[src/sv/beat_pulse_customizer_defines.svh]
// ----------------------------------------------------------------------------
// Beat pulse customizer assertion macros
// Concurrent assertion wrappers; define ASSERT_OFF to compile them out.
// The enclosing module must provide clk and rst_n.
// ----------------------------------------------------------------------------
`ifndef BEAT_PULSE_CUSTOMIZER_DEFINES_SVH
`define BEAT_PULSE_CUSTOMIZER_DEFINES_SVH

`ifndef ASSERT_OFF
// expr must hold at every clock edge outside reset
`define BPC_ASSERT(lbl, expr, msg) \
  lbl: assert property (@(posedge clk) disable iff (!rst_n) (expr)) else $error(msg);
// when pre holds, post must hold at the next clock edge
`define BPC_ASSERT_NEXT(lbl, pre, post, msg) \
  lbl: assert property (@(posedge clk) disable iff (!rst_n) (pre) |=> (post)) else $error(msg);
`else
`define BPC_ASSERT(lbl, expr, msg)
`define BPC_ASSERT_NEXT(lbl, pre, post, msg)
`endif

`endif

[src/sv/bpc_pkg.sv]
// ----------------------------------------------------------------------------
// Beat pulse customizer package
// Shared widths, codes, config struct and indicator step function.
// ----------------------------------------------------------------------------
package bpc_pkg;

  localparam int TIME_WIDTH_DEF = 32;
  localparam int NOW_W          = 32;
  localparam int CFG_IDX_W      = 3;
  localparam int CFG_DATA_W     = 14;
  localparam int INTERVAL_W     = 14;
  localparam int SKIP_W         = 5;
  localparam int INIT_W         = 7;
  localparam int TOTAL_W        = 7;
  localparam int POS_W          = 4;
  localparam int ACT_W          = 2;

  localparam logic [TOTAL_W-1:0] COUNT_SAT = 7'd65;
  localparam logic [POS_W-1:0]   IND_MAX   = 4'd8;

  localparam logic [INTERVAL_W-1:0] INTERVAL_RST = 14'd500;
  localparam logic [SKIP_W-1:0]     SKIP_RST     = 5'd1;
  localparam logic [INIT_W-1:0]     INIT_RST     = 7'd0;

  typedef enum logic [CFG_IDX_W-1:0] {
    REG_ENABLE       = 3'd0,
    REG_FIXED_RATE   = 3'd1,
    REG_SKIP_MODE    = 3'd2,
    REG_INVERT_MODE  = 3'd3,
    REG_INTERVAL     = 3'd4,
    REG_SKIP_AMOUNT  = 3'd5,
    REG_INITIAL_SKIP = 3'd6
  } reg_idx_t;

  typedef enum logic [ACT_W-1:0] {
    ACT_NONE  = 2'd0,
    ACT_CLEAR = 2'd1,
    ACT_SET   = 2'd2
  } action_t;

  typedef struct packed {
    logic                  enable;
    logic                  fixed_rate_mode;
    logic                  skip_mode;
    logic                  invert_mode;
    logic [INTERVAL_W-1:0] interval_ms;
    logic [SKIP_W-1:0]     skip_amount;
    logic [INIT_W-1:0]     initial_skip;
  } cfg_t;

  typedef struct packed {
    logic [POS_W-1:0] pos;
    logic             down;
  } ind_t;

  // One step of a bouncing 0..IND_MAX indicator; direction flips at either end.
  function automatic ind_t step_ind(input ind_t cur);
    ind_t r;
    r = cur;
    if (cur.down) begin
      r.pos = (cur.pos == '0) ? '0 : cur.pos - 1'b1;
    end else begin
      r.pos = (cur.pos >= IND_MAX) ? IND_MAX : cur.pos + 1'b1;
    end
    if (r.pos == '0 || r.pos >= IND_MAX) begin
      r.down = ~cur.down;
    end
    return r;
  endfunction

endpackage

[src/sv/bpc_cfg_regs.sv]
// ----------------------------------------------------------------------------
// Beat pulse customizer config registers
// Write-only register file; each write keeps the low bits of its register.
// ----------------------------------------------------------------------------
module bpc_cfg_regs
  import bpc_pkg::*;
(
  input  logic                  clk,
  input  logic                  rst_n,
  input  logic                  cfg_we,
  input  logic [CFG_IDX_W-1:0]  cfg_index,
  input  logic [CFG_DATA_W-1:0] cfg_wdata,
  output cfg_t                  cfg
);

  cfg_t cfg_r;

  always_ff @(posedge clk) begin
    if (!rst_n) begin
      cfg_r.enable          <= 1'b1;
      cfg_r.fixed_rate_mode <= 1'b1;
      cfg_r.skip_mode       <= 1'b0;
      cfg_r.invert_mode     <= 1'b0;
      cfg_r.interval_ms     <= INTERVAL_RST;
      cfg_r.skip_amount     <= SKIP_RST;
      cfg_r.initial_skip    <= INIT_RST;
    end else if (cfg_we) begin
      case (cfg_index)
        REG_ENABLE:       cfg_r.enable          <= cfg_wdata[0];
        REG_FIXED_RATE:   cfg_r.fixed_rate_mode <= cfg_wdata[0];
        REG_SKIP_MODE:    cfg_r.skip_mode       <= cfg_wdata[0];
        REG_INVERT_MODE:  cfg_r.invert_mode     <= cfg_wdata[0];
        REG_INTERVAL:     cfg_r.interval_ms     <= cfg_wdata[INTERVAL_W-1:0];
        REG_SKIP_AMOUNT:  cfg_r.skip_amount     <= cfg_wdata[SKIP_W-1:0];
        REG_INITIAL_SKIP: cfg_r.initial_skip    <= cfg_wdata[INIT_W-1:0];
        default: ;
      endcase
    end
  end

  assign cfg = cfg_r;

endmodule

[src/sv/bpc_core.sv]
// ----------------------------------------------------------------------------
// Beat pulse customizer decision core
// Tick state registers and the single-pass decision logic.
// ----------------------------------------------------------------------------
`include "beat_pulse_customizer_defines.svh"

module bpc_core
  import bpc_pkg::*;
#(
  parameter int TIME_WIDTH = TIME_WIDTH_DEF
) (
  input  logic             clk,
  input  logic             rst_n,
  input  cfg_t             cfg,
  input  logic             advance,   // tick in the input stage is consumed
  input  logic             beat,
  input  logic             suppress,
  input  logic [NOW_W-1:0] now_ms,
  output action_t          action,
  output logic [POS_W-1:0] in_position,
  output logic [POS_W-1:0] out_position
);

  logic [TIME_WIDTH-1:0] last_emit_r, last_emit_nxt;
  logic [TOTAL_W-1:0]    beat_total_r, beat_total_nxt;
  logic [SKIP_W-1:0]     skip_cnt_r, skip_cnt_nxt;
  ind_t                  in_ind_r, in_ind_nxt;
  ind_t                  out_ind_r, out_ind_nxt;

  // timestamp cut (or zero-extended) to the time width
  logic [TIME_WIDTH+NOW_W-1:0] now_ext;
  logic [TIME_WIDTH-1:0]       now_t;
  logic [TIME_WIDTH-1:0]       elapsed;
  logic [TIME_WIDTH-1:0]       interval_ext;
  logic                        skip_phase;

  assign now_ext      = {{TIME_WIDTH{1'b0}}, now_ms};
  assign now_t        = now_ext[TIME_WIDTH-1:0];
  assign elapsed      = now_t - last_emit_r;
  assign interval_ext = {{(TIME_WIDTH-INTERVAL_W){1'b0}}, cfg.interval_ms};

  always_comb begin
    last_emit_nxt  = last_emit_r;
    beat_total_nxt = beat_total_r;
    skip_cnt_nxt   = skip_cnt_r;
    in_ind_nxt     = in_ind_r;
    out_ind_nxt    = out_ind_r;
    action         = ACT_NONE;
    skip_phase     = 1'b0;

    if (cfg.enable && !suppress) begin
      if (beat) begin
        in_ind_nxt = step_ind(in_ind_r);
        if (beat_total_r < COUNT_SAT) begin
          beat_total_nxt = beat_total_r + 1'b1;
        end
      end
      skip_phase = (cfg.initial_skip != '0) && (beat_total_nxt <= cfg.initial_skip);

      if (skip_phase) begin
        action = beat ? ACT_CLEAR : ACT_NONE;
      end else if (cfg.fixed_rate_mode) begin
        if (elapsed > interval_ext) begin
          last_emit_nxt = now_t;
          action        = ACT_SET;
        end else begin
          action = ACT_CLEAR;
        end
      end else if (cfg.skip_mode) begin
        action = ACT_CLEAR;
        if (beat) begin
          if (skip_cnt_r >= cfg.skip_amount) begin
            skip_cnt_nxt = '0;
            action       = ACT_SET;
          end else begin
            skip_cnt_nxt = skip_cnt_r + 1'b1;
          end
        end
      end else if (cfg.invert_mode) begin
        action = beat ? ACT_CLEAR : ACT_SET;
      end

      if (action == ACT_SET) begin
        out_ind_nxt = step_ind(out_ind_r);
      end
    end
  end

  always_ff @(posedge clk) begin
    if (!rst_n) begin
      last_emit_r  <= '0;
      beat_total_r <= '0;
      skip_cnt_r   <= '0;
      in_ind_r     <= '0;
      out_ind_r    <= '0;
    end else if (advance) begin
      last_emit_r  <= last_emit_nxt;
      beat_total_r <= beat_total_nxt;
      skip_cnt_r   <= skip_cnt_nxt;
      in_ind_r     <= in_ind_nxt;
      out_ind_r    <= out_ind_nxt;
    end
  end

  assign in_position  = in_ind_nxt.pos;
  assign out_position = out_ind_nxt.pos;

  `BPC_ASSERT(a_in_pos_range, in_ind_r.pos <= IND_MAX, "input indicator out of range")
  `BPC_ASSERT(a_out_pos_range, out_ind_r.pos <= IND_MAX, "output indicator out of range")
  `BPC_ASSERT(a_total_sat, beat_total_r <= COUNT_SAT, "beat count past saturation")
  `BPC_ASSERT_NEXT(a_idle_hold, !advance, $stable(in_ind_r) && $stable(beat_total_r) && $stable(last_emit_r), "state moved without a tick")
  `BPC_ASSERT_NEXT(a_out_only_on_set, advance && action != ACT_SET, $stable(out_ind_r), "output indicator moved without set")

endmodule

[src/sv/beat_pulse_customizer.sv]
// ----------------------------------------------------------------------------
// Beat pulse customizer
// Per-frame beat decision: none, clear beat or set beat, plus indicators.
// ----------------------------------------------------------------------------
// Usage:
//   Input channel (in_valid/in_ready): one word per video frame tick with
//   in_beat_in, in_suppress and the free-running in_now_ms timestamp.
//   Result channel (out_valid/out_ready): one word per tick with
//   out_beat_action (0 none, 1 clear, 2 set), out_in_position and
//   out_out_position, both indicators as they stand after the tick.
//   Config port: cfg_we writes cfg_wdata into register cfg_index at the
//   clock edge; only write while no tick is in flight.
//   Path: an accepted tick enters the input register, then passes through
//   the decision logic into the result register, which drives out_valid.
//   Throughput: 1 tick per cycle unless out_ready stalls; the tick state
//   updates per tick, so consecutive ticks never wait on each other.
//   Stall: a stalled result holds in the result register while one more tick
//   waits in the input register; in_ready drops only when both are full.
//   Reset (rst_n low, synchronous): pipeline empty, indicators and counters
//   at zero, registers at their defaults (enabled, fixed rate, 500 ms).
// ----------------------------------------------------------------------------
module beat_pulse_customizer
  import bpc_pkg::*;
#(
  parameter int TIME_WIDTH = TIME_WIDTH_DEF
) (
  input  logic                  clk,
  input  logic                  rst_n,
  // configuration
  input  logic                  cfg_we,
  input  logic [CFG_IDX_W-1:0]  cfg_index,
  input  logic [CFG_DATA_W-1:0] cfg_wdata,
  // input ticks
  input  logic                  in_valid,
  output logic                  in_ready,
  input  logic                  in_beat_in,
  input  logic                  in_suppress,
  input  logic [NOW_W-1:0]      in_now_ms,
  // results
  output logic                  out_valid,
  input  logic                  out_ready,
  output logic [ACT_W-1:0]      out_beat_action,
  output logic [POS_W-1:0]      out_in_position,
  output logic [POS_W-1:0]      out_out_position
);

  cfg_t cfg;

  // input stage
  logic             in_vld_r;
  logic             beat_r;
  logic             sup_r;
  logic [NOW_W-1:0] now_r;

  // result stage
  logic             out_vld_r;
  logic [ACT_W-1:0] act_r;
  logic [POS_W-1:0] in_pos_r;
  logic [POS_W-1:0] out_pos_r;

  action_t          action;
  logic [POS_W-1:0] in_pos_nxt;
  logic [POS_W-1:0] out_pos_nxt;

  logic advance;   // input stage moves into the result stage
  logic in_fire;

  assign advance  = in_vld_r && (!out_vld_r || out_ready);
  assign in_ready = !in_vld_r || advance;
  assign in_fire  = in_valid && in_ready;

  bpc_cfg_regs u_cfg (
    .clk       (clk),
    .rst_n     (rst_n),
    .cfg_we    (cfg_we),
    .cfg_index (cfg_index),
    .cfg_wdata (cfg_wdata),
    .cfg       (cfg)
  );

  bpc_core #(
    .TIME_WIDTH (TIME_WIDTH)
  ) u_core (
    .clk          (clk),
    .rst_n        (rst_n),
    .cfg          (cfg),
    .advance      (advance),
    .beat         (beat_r),
    .suppress     (sup_r),
    .now_ms       (now_r),
    .action       (action),
    .in_position  (in_pos_nxt),
    .out_position (out_pos_nxt)
  );

  // valid bits
  always_ff @(posedge clk) begin
    if (!rst_n) begin
      in_vld_r  <= 1'b0;
      out_vld_r <= 1'b0;
    end else begin
      if (in_fire) begin
        in_vld_r <= 1'b1;
      end else if (advance) begin
        in_vld_r <= 1'b0;
      end
      if (advance) begin
        out_vld_r <= 1'b1;
      end else if (out_ready) begin
        out_vld_r <= 1'b0;
      end
    end
  end

  // payload, no reset needed
  always_ff @(posedge clk) begin
    if (in_fire) begin
      beat_r <= in_beat_in;
      sup_r  <= in_suppress;
      now_r  <= in_now_ms;
    end
    if (advance) begin
      act_r     <= action;
      in_pos_r  <= in_pos_nxt;
      out_pos_r <= out_pos_nxt;
    end
  end

  assign out_valid        = out_vld_r;
  assign out_beat_action  = act_r;
  assign out_in_position  = in_pos_r;
  assign out_out_position = out_pos_r;

endmodule
[config.mk]
export PLATFORM = sky130hd
export DESIGN_NAME = beat_pulse_customizer
export DESIGN_NICKNAME = d
export VERILOG_FILES = /design/src/sv/bpc_pkg.sv /design/src/sv/bpc_cfg_regs.sv /design/src/sv/bpc_core.sv /design/src/sv/beat_pulse_customizer.sv
export VERILOG_INCLUDE_DIRS = /design/src /design/src/sv
export SDC_FILE = /design/constraint.sdc
export NUM_CORES = 1
export LEC_CHECK = 0
export BUFFER_PORTS_ARGS = -buffer_cell sky130_fd_sc_hd__buf_2
export CAP_MARGIN = 25
export CORE_MARGIN = 8
export CORE_UTILIZATION = 38
export DETAILED_ROUTE_END_ITERATION = 8
export HOLD_SLACK_MARGIN = 0.08
export PLACE_DENSITY = 0.62
export SYNTH_ARGS = -nofsm -noshare
export SYNTH_HDL_FRONTEND = slang
export SYNTH_SLANG_ARGS = --single-unit
[constraint.sdc]
create_clock -name clk -period 9.6 [get_ports clk]
set_input_delay 0.96 -clock clk [delete_from_list [all_inputs] [get_ports clk]]
set_output_delay 0.96 -clock clk [all_outputs]
set_load 0.01 [all_outputs]
==> impl_results.md <==
* Worst skew pair latency at 430 ps
* Die area at approximately 26000 um2
* GP Congestion at roughly 0.84
* Tmin final at between 4000 and 5000 ps
* DP HPWL at approximately 13000 um
* Number of global-route vias before repair at slightly above 6000
* Synth top cells by count: nor2_1, dfxtp_1, nand2_1
* Status: finished clean
* Post-Place Cells at around 1200
* Via-to-Cell Ratio at a little over 5
* FF+latch count, synth at 130
* Final Net Count at 1080
* Max-Cap Viols at 0
* CP startpoint kind: flop
* Die Ht at roughly 160 um
* LEAKAGE at 3.90 nW
* Cell taking the most area after synthesis: dfxtp_1
* Max-slew violations at 0
* Avg Cell Area, Syn at approximately 9 um2
* First-pass GRT wire length at about 30000 um
* Antenna-violating nets left at 0
* DR pass1 iterations at 4
* Most used DFF post-synth: dfxtp_1
* CORE AREA at roughly 21000 um2
* GRT overflow at 0
* Global routing met3 resource utilization at 0.0291
* Area contributors post-synth: dfxtp_1, edfxtp_1, ha_1
* 1st-iter DRT viols at around 360
* M1 GR Usage at 0.175
* Top Usage Layer GRT: met2
* Post-CTS Hold Buffers at 0
* Synth unique cells at 86
* FFs w/ async S/R, synth at 0
* Total Routing Usage GR at 0.138
* Max_slew headroom at 0.377
* Worst setup path class: flop to flop
* Unrepaired setup endpoints after global routing: no
* Final period utilization at 0.494
* Worst Path Arrival at 5040 ps
* Port buffer count at 67
* Worst r2r src: now_r[2]
* Initial antenna violation count at 0
* # setup viols final at 0
* Num CTS Buffers at 17
* Place WS at just under 5000 ps
* PwrDens at ~160 nW/um2
* Via count at approximately 6500
* DRC Markers at 0
* TNS Setup at 0 ps
* CTS tree: done
* Drt total wl at roughly 18000 um
* Filler Cells Inserted at roughly 2100
* Die X at between 150 and 200 um
* Initial Utilization at 0.387
* Ant. Diodes at 0
* Post-synthesis cell area at 8100 um2
* Sink Count at 130
* Root buf cell: clkbuf_16
* Worst Path Max Fanout at 32
* Worst hold path class: flop to flop
* Seq/Total Area, Yosys at 0.376
* Clock Pin Slew Worst Setup and Hold Paths at about 60 ps
* Fin cells at about 1200
* Fmax at 0.211 GHz
* CP startpoint: now_r[2]
* Synth Warn # at 0
* Hold path start: u_cfg.cfg[15]
* Data required, critical path at slightly below 10000 ps
* Most common cell in the netlist: nor2_1
* Pin count of the biggest net entering global routing at slightly above 70
* H-tree depth at 4
* Final Hold Viols at 0
* Clk_skew at approximately 12 ps
* Share of cells above drive strength 1 at 0.142
* Layout area overhead at 14.0%
* Site row count at 53
* Endpoint class of the critical path: flop
* Yosys top cell area share at 0.213
* Slew @ Worst Pin at 935 ps
* WL per Instance at approximately 14 um
* Io pins at 68
* Final setup margin at 4850 ps
* Syn Inst Count at 901
* Post-CTS setup buffer count at 0
* GRT met2 Usage at 0.232
* Post-Syn Nets at between 1000 and 1500
* Post-synth EDFFs at 44
* IR drop worst, VDD at around 0.00011 V
* Post-cts gate resize count at 0
* Worst-case clock buffer depth at 2
==> cells in the final DEF, fill, tap and decap left out, drive strengths merged, types with 8 or more instances in the layout <==
| cell | Yosys | routed |
|---|---|---|
| nor2 | 102 | 102 |
| nand4 | 16 | 16 |
| a21oi | 57 | 57 |
| xor2 | 13 | 13 |
| dfxtp | 86 | 86 |
| nand2 | 84 | 84 |
| a31oi | 11 | 11 |
| or3 | 8 | 8 |
| xnor2 | 16 | 16 |
| o21ai | 42 | 42 |
| inv | 77 | 81 |
| nand2b | 17 | 17 |
| mux2i | 55 | 55 |
| a21o | 23 | 23 |
| clkbuf | 24 | 21 |
| nor2b | 11 | 11 |
| o211ai | 13 | 13 |
| edfxtp | 44 | 44 |
| buf | 5 | 70 |
| o21a | 16 | 16 |
| nand3 | 12 | 12 |
| ha | 63 | 63 |
| nor3 | 18 | 18 |
==> cell type report <==
type | instances | area, um2 | area share
clock buffers | 21 | 493 | 0.0534
multi-input cells | 663 | 4610 | 0.499
inverters | 78 | 293 | 0.0317
flip-flops and latches | 130 | 3040 | 0.329
clock inverters | 11 | 97.6 | 0.0106
well taps | 275 | 344 | 0.0373
repair buffers | 70 | 355 | 0.0385
==> layer usage <==
layer | vias to the layer above | wire length, um
met5 | - | 0
met4 | 0 | 230
met3 | 21 | 578
met2 | 109 | 8470
met1 | 2997 | 8680
li1 | 3334 | -
==> logic make-up (layout without fill, tap and decap cells) <==
kind of cell | after synthesis | after routing | synth area share
xor+xnor | 29 | 29 | 0.0314
compound gates | 208 | 208 | 0.179
fa+ha+maj | 64 | 64 | 0.0998
buf+inv | 108 | 180 | 0.0555
mux | 60 | 60 | 0.0758
simple gates | 302 | 302 | 0.183
flops | 130 | 130 | 0.376
==> worst max-delay path: stages (launching register included) <==
cell,delay (ps)
edfxtp_1,390
ha_1,380
o211ai_2,200
a21oi_2,70
or2_2,330
a21oi_1,250
o21ai_0,150
xor2_1,160
ha_1,300
nand4_1,130
or3_2,460
a31oi_1,240
a2111oi_4,80
nand4b_2,160
nor3_1,70
or4b_2,630
buf_4,330
mux2i_1,220
nor2_1,50
==> where the power goes <==
group          total, mW  switching [mW]  internal (mW)
logic              0.250           0.147          0.103
registers          0.607          0.0142          0.593
clock network      0.639           0.246          0.393
==> sequential cells by signal (all words and copies together) (netlist names) <==
signal	flops
u_cfg.cfg	30
out_in_position	4
u_core.out_ind_r	5
now_r	32
u_core.last_emit_r	32
out_beat_action	2
out_out_position	4
in_vld_r	1
beat_r	1
out_valid	1
u_core.in_ind_r	5
u_core.skip_cnt_r	5
sup_r	1
u_core.beat_total_r	7
==> path summary, 6_finish.rpt <==
| path | end | slack (ps) | cells past startpoint |
|---|---|---|---|
| max | u_core.last_emit_r[27] | 4850 | 18 |
| min | u_cfg.cfg[15] | 460 | 2 |
| max reg2reg | u_core.last_emit_r[27] | 4850 | 18 |
| min reg2reg | u_cfg.cfg[15] | 460 | 2 |
==> metrics by stage <==
stage,util,total power [mW],instance area [um2],hold slack (ps)
global placement,0.412,0.866,8640,444
global route,0.441,1.57,9240,484
floorplan,-,0.806,8100,433
finish,0.441,1.50,9240,458
detailed placement,0.413,0.868,8640,450
CTS,0.441,1.51,9240,459
Note: power is estimated with default switching activity, not from simulation.
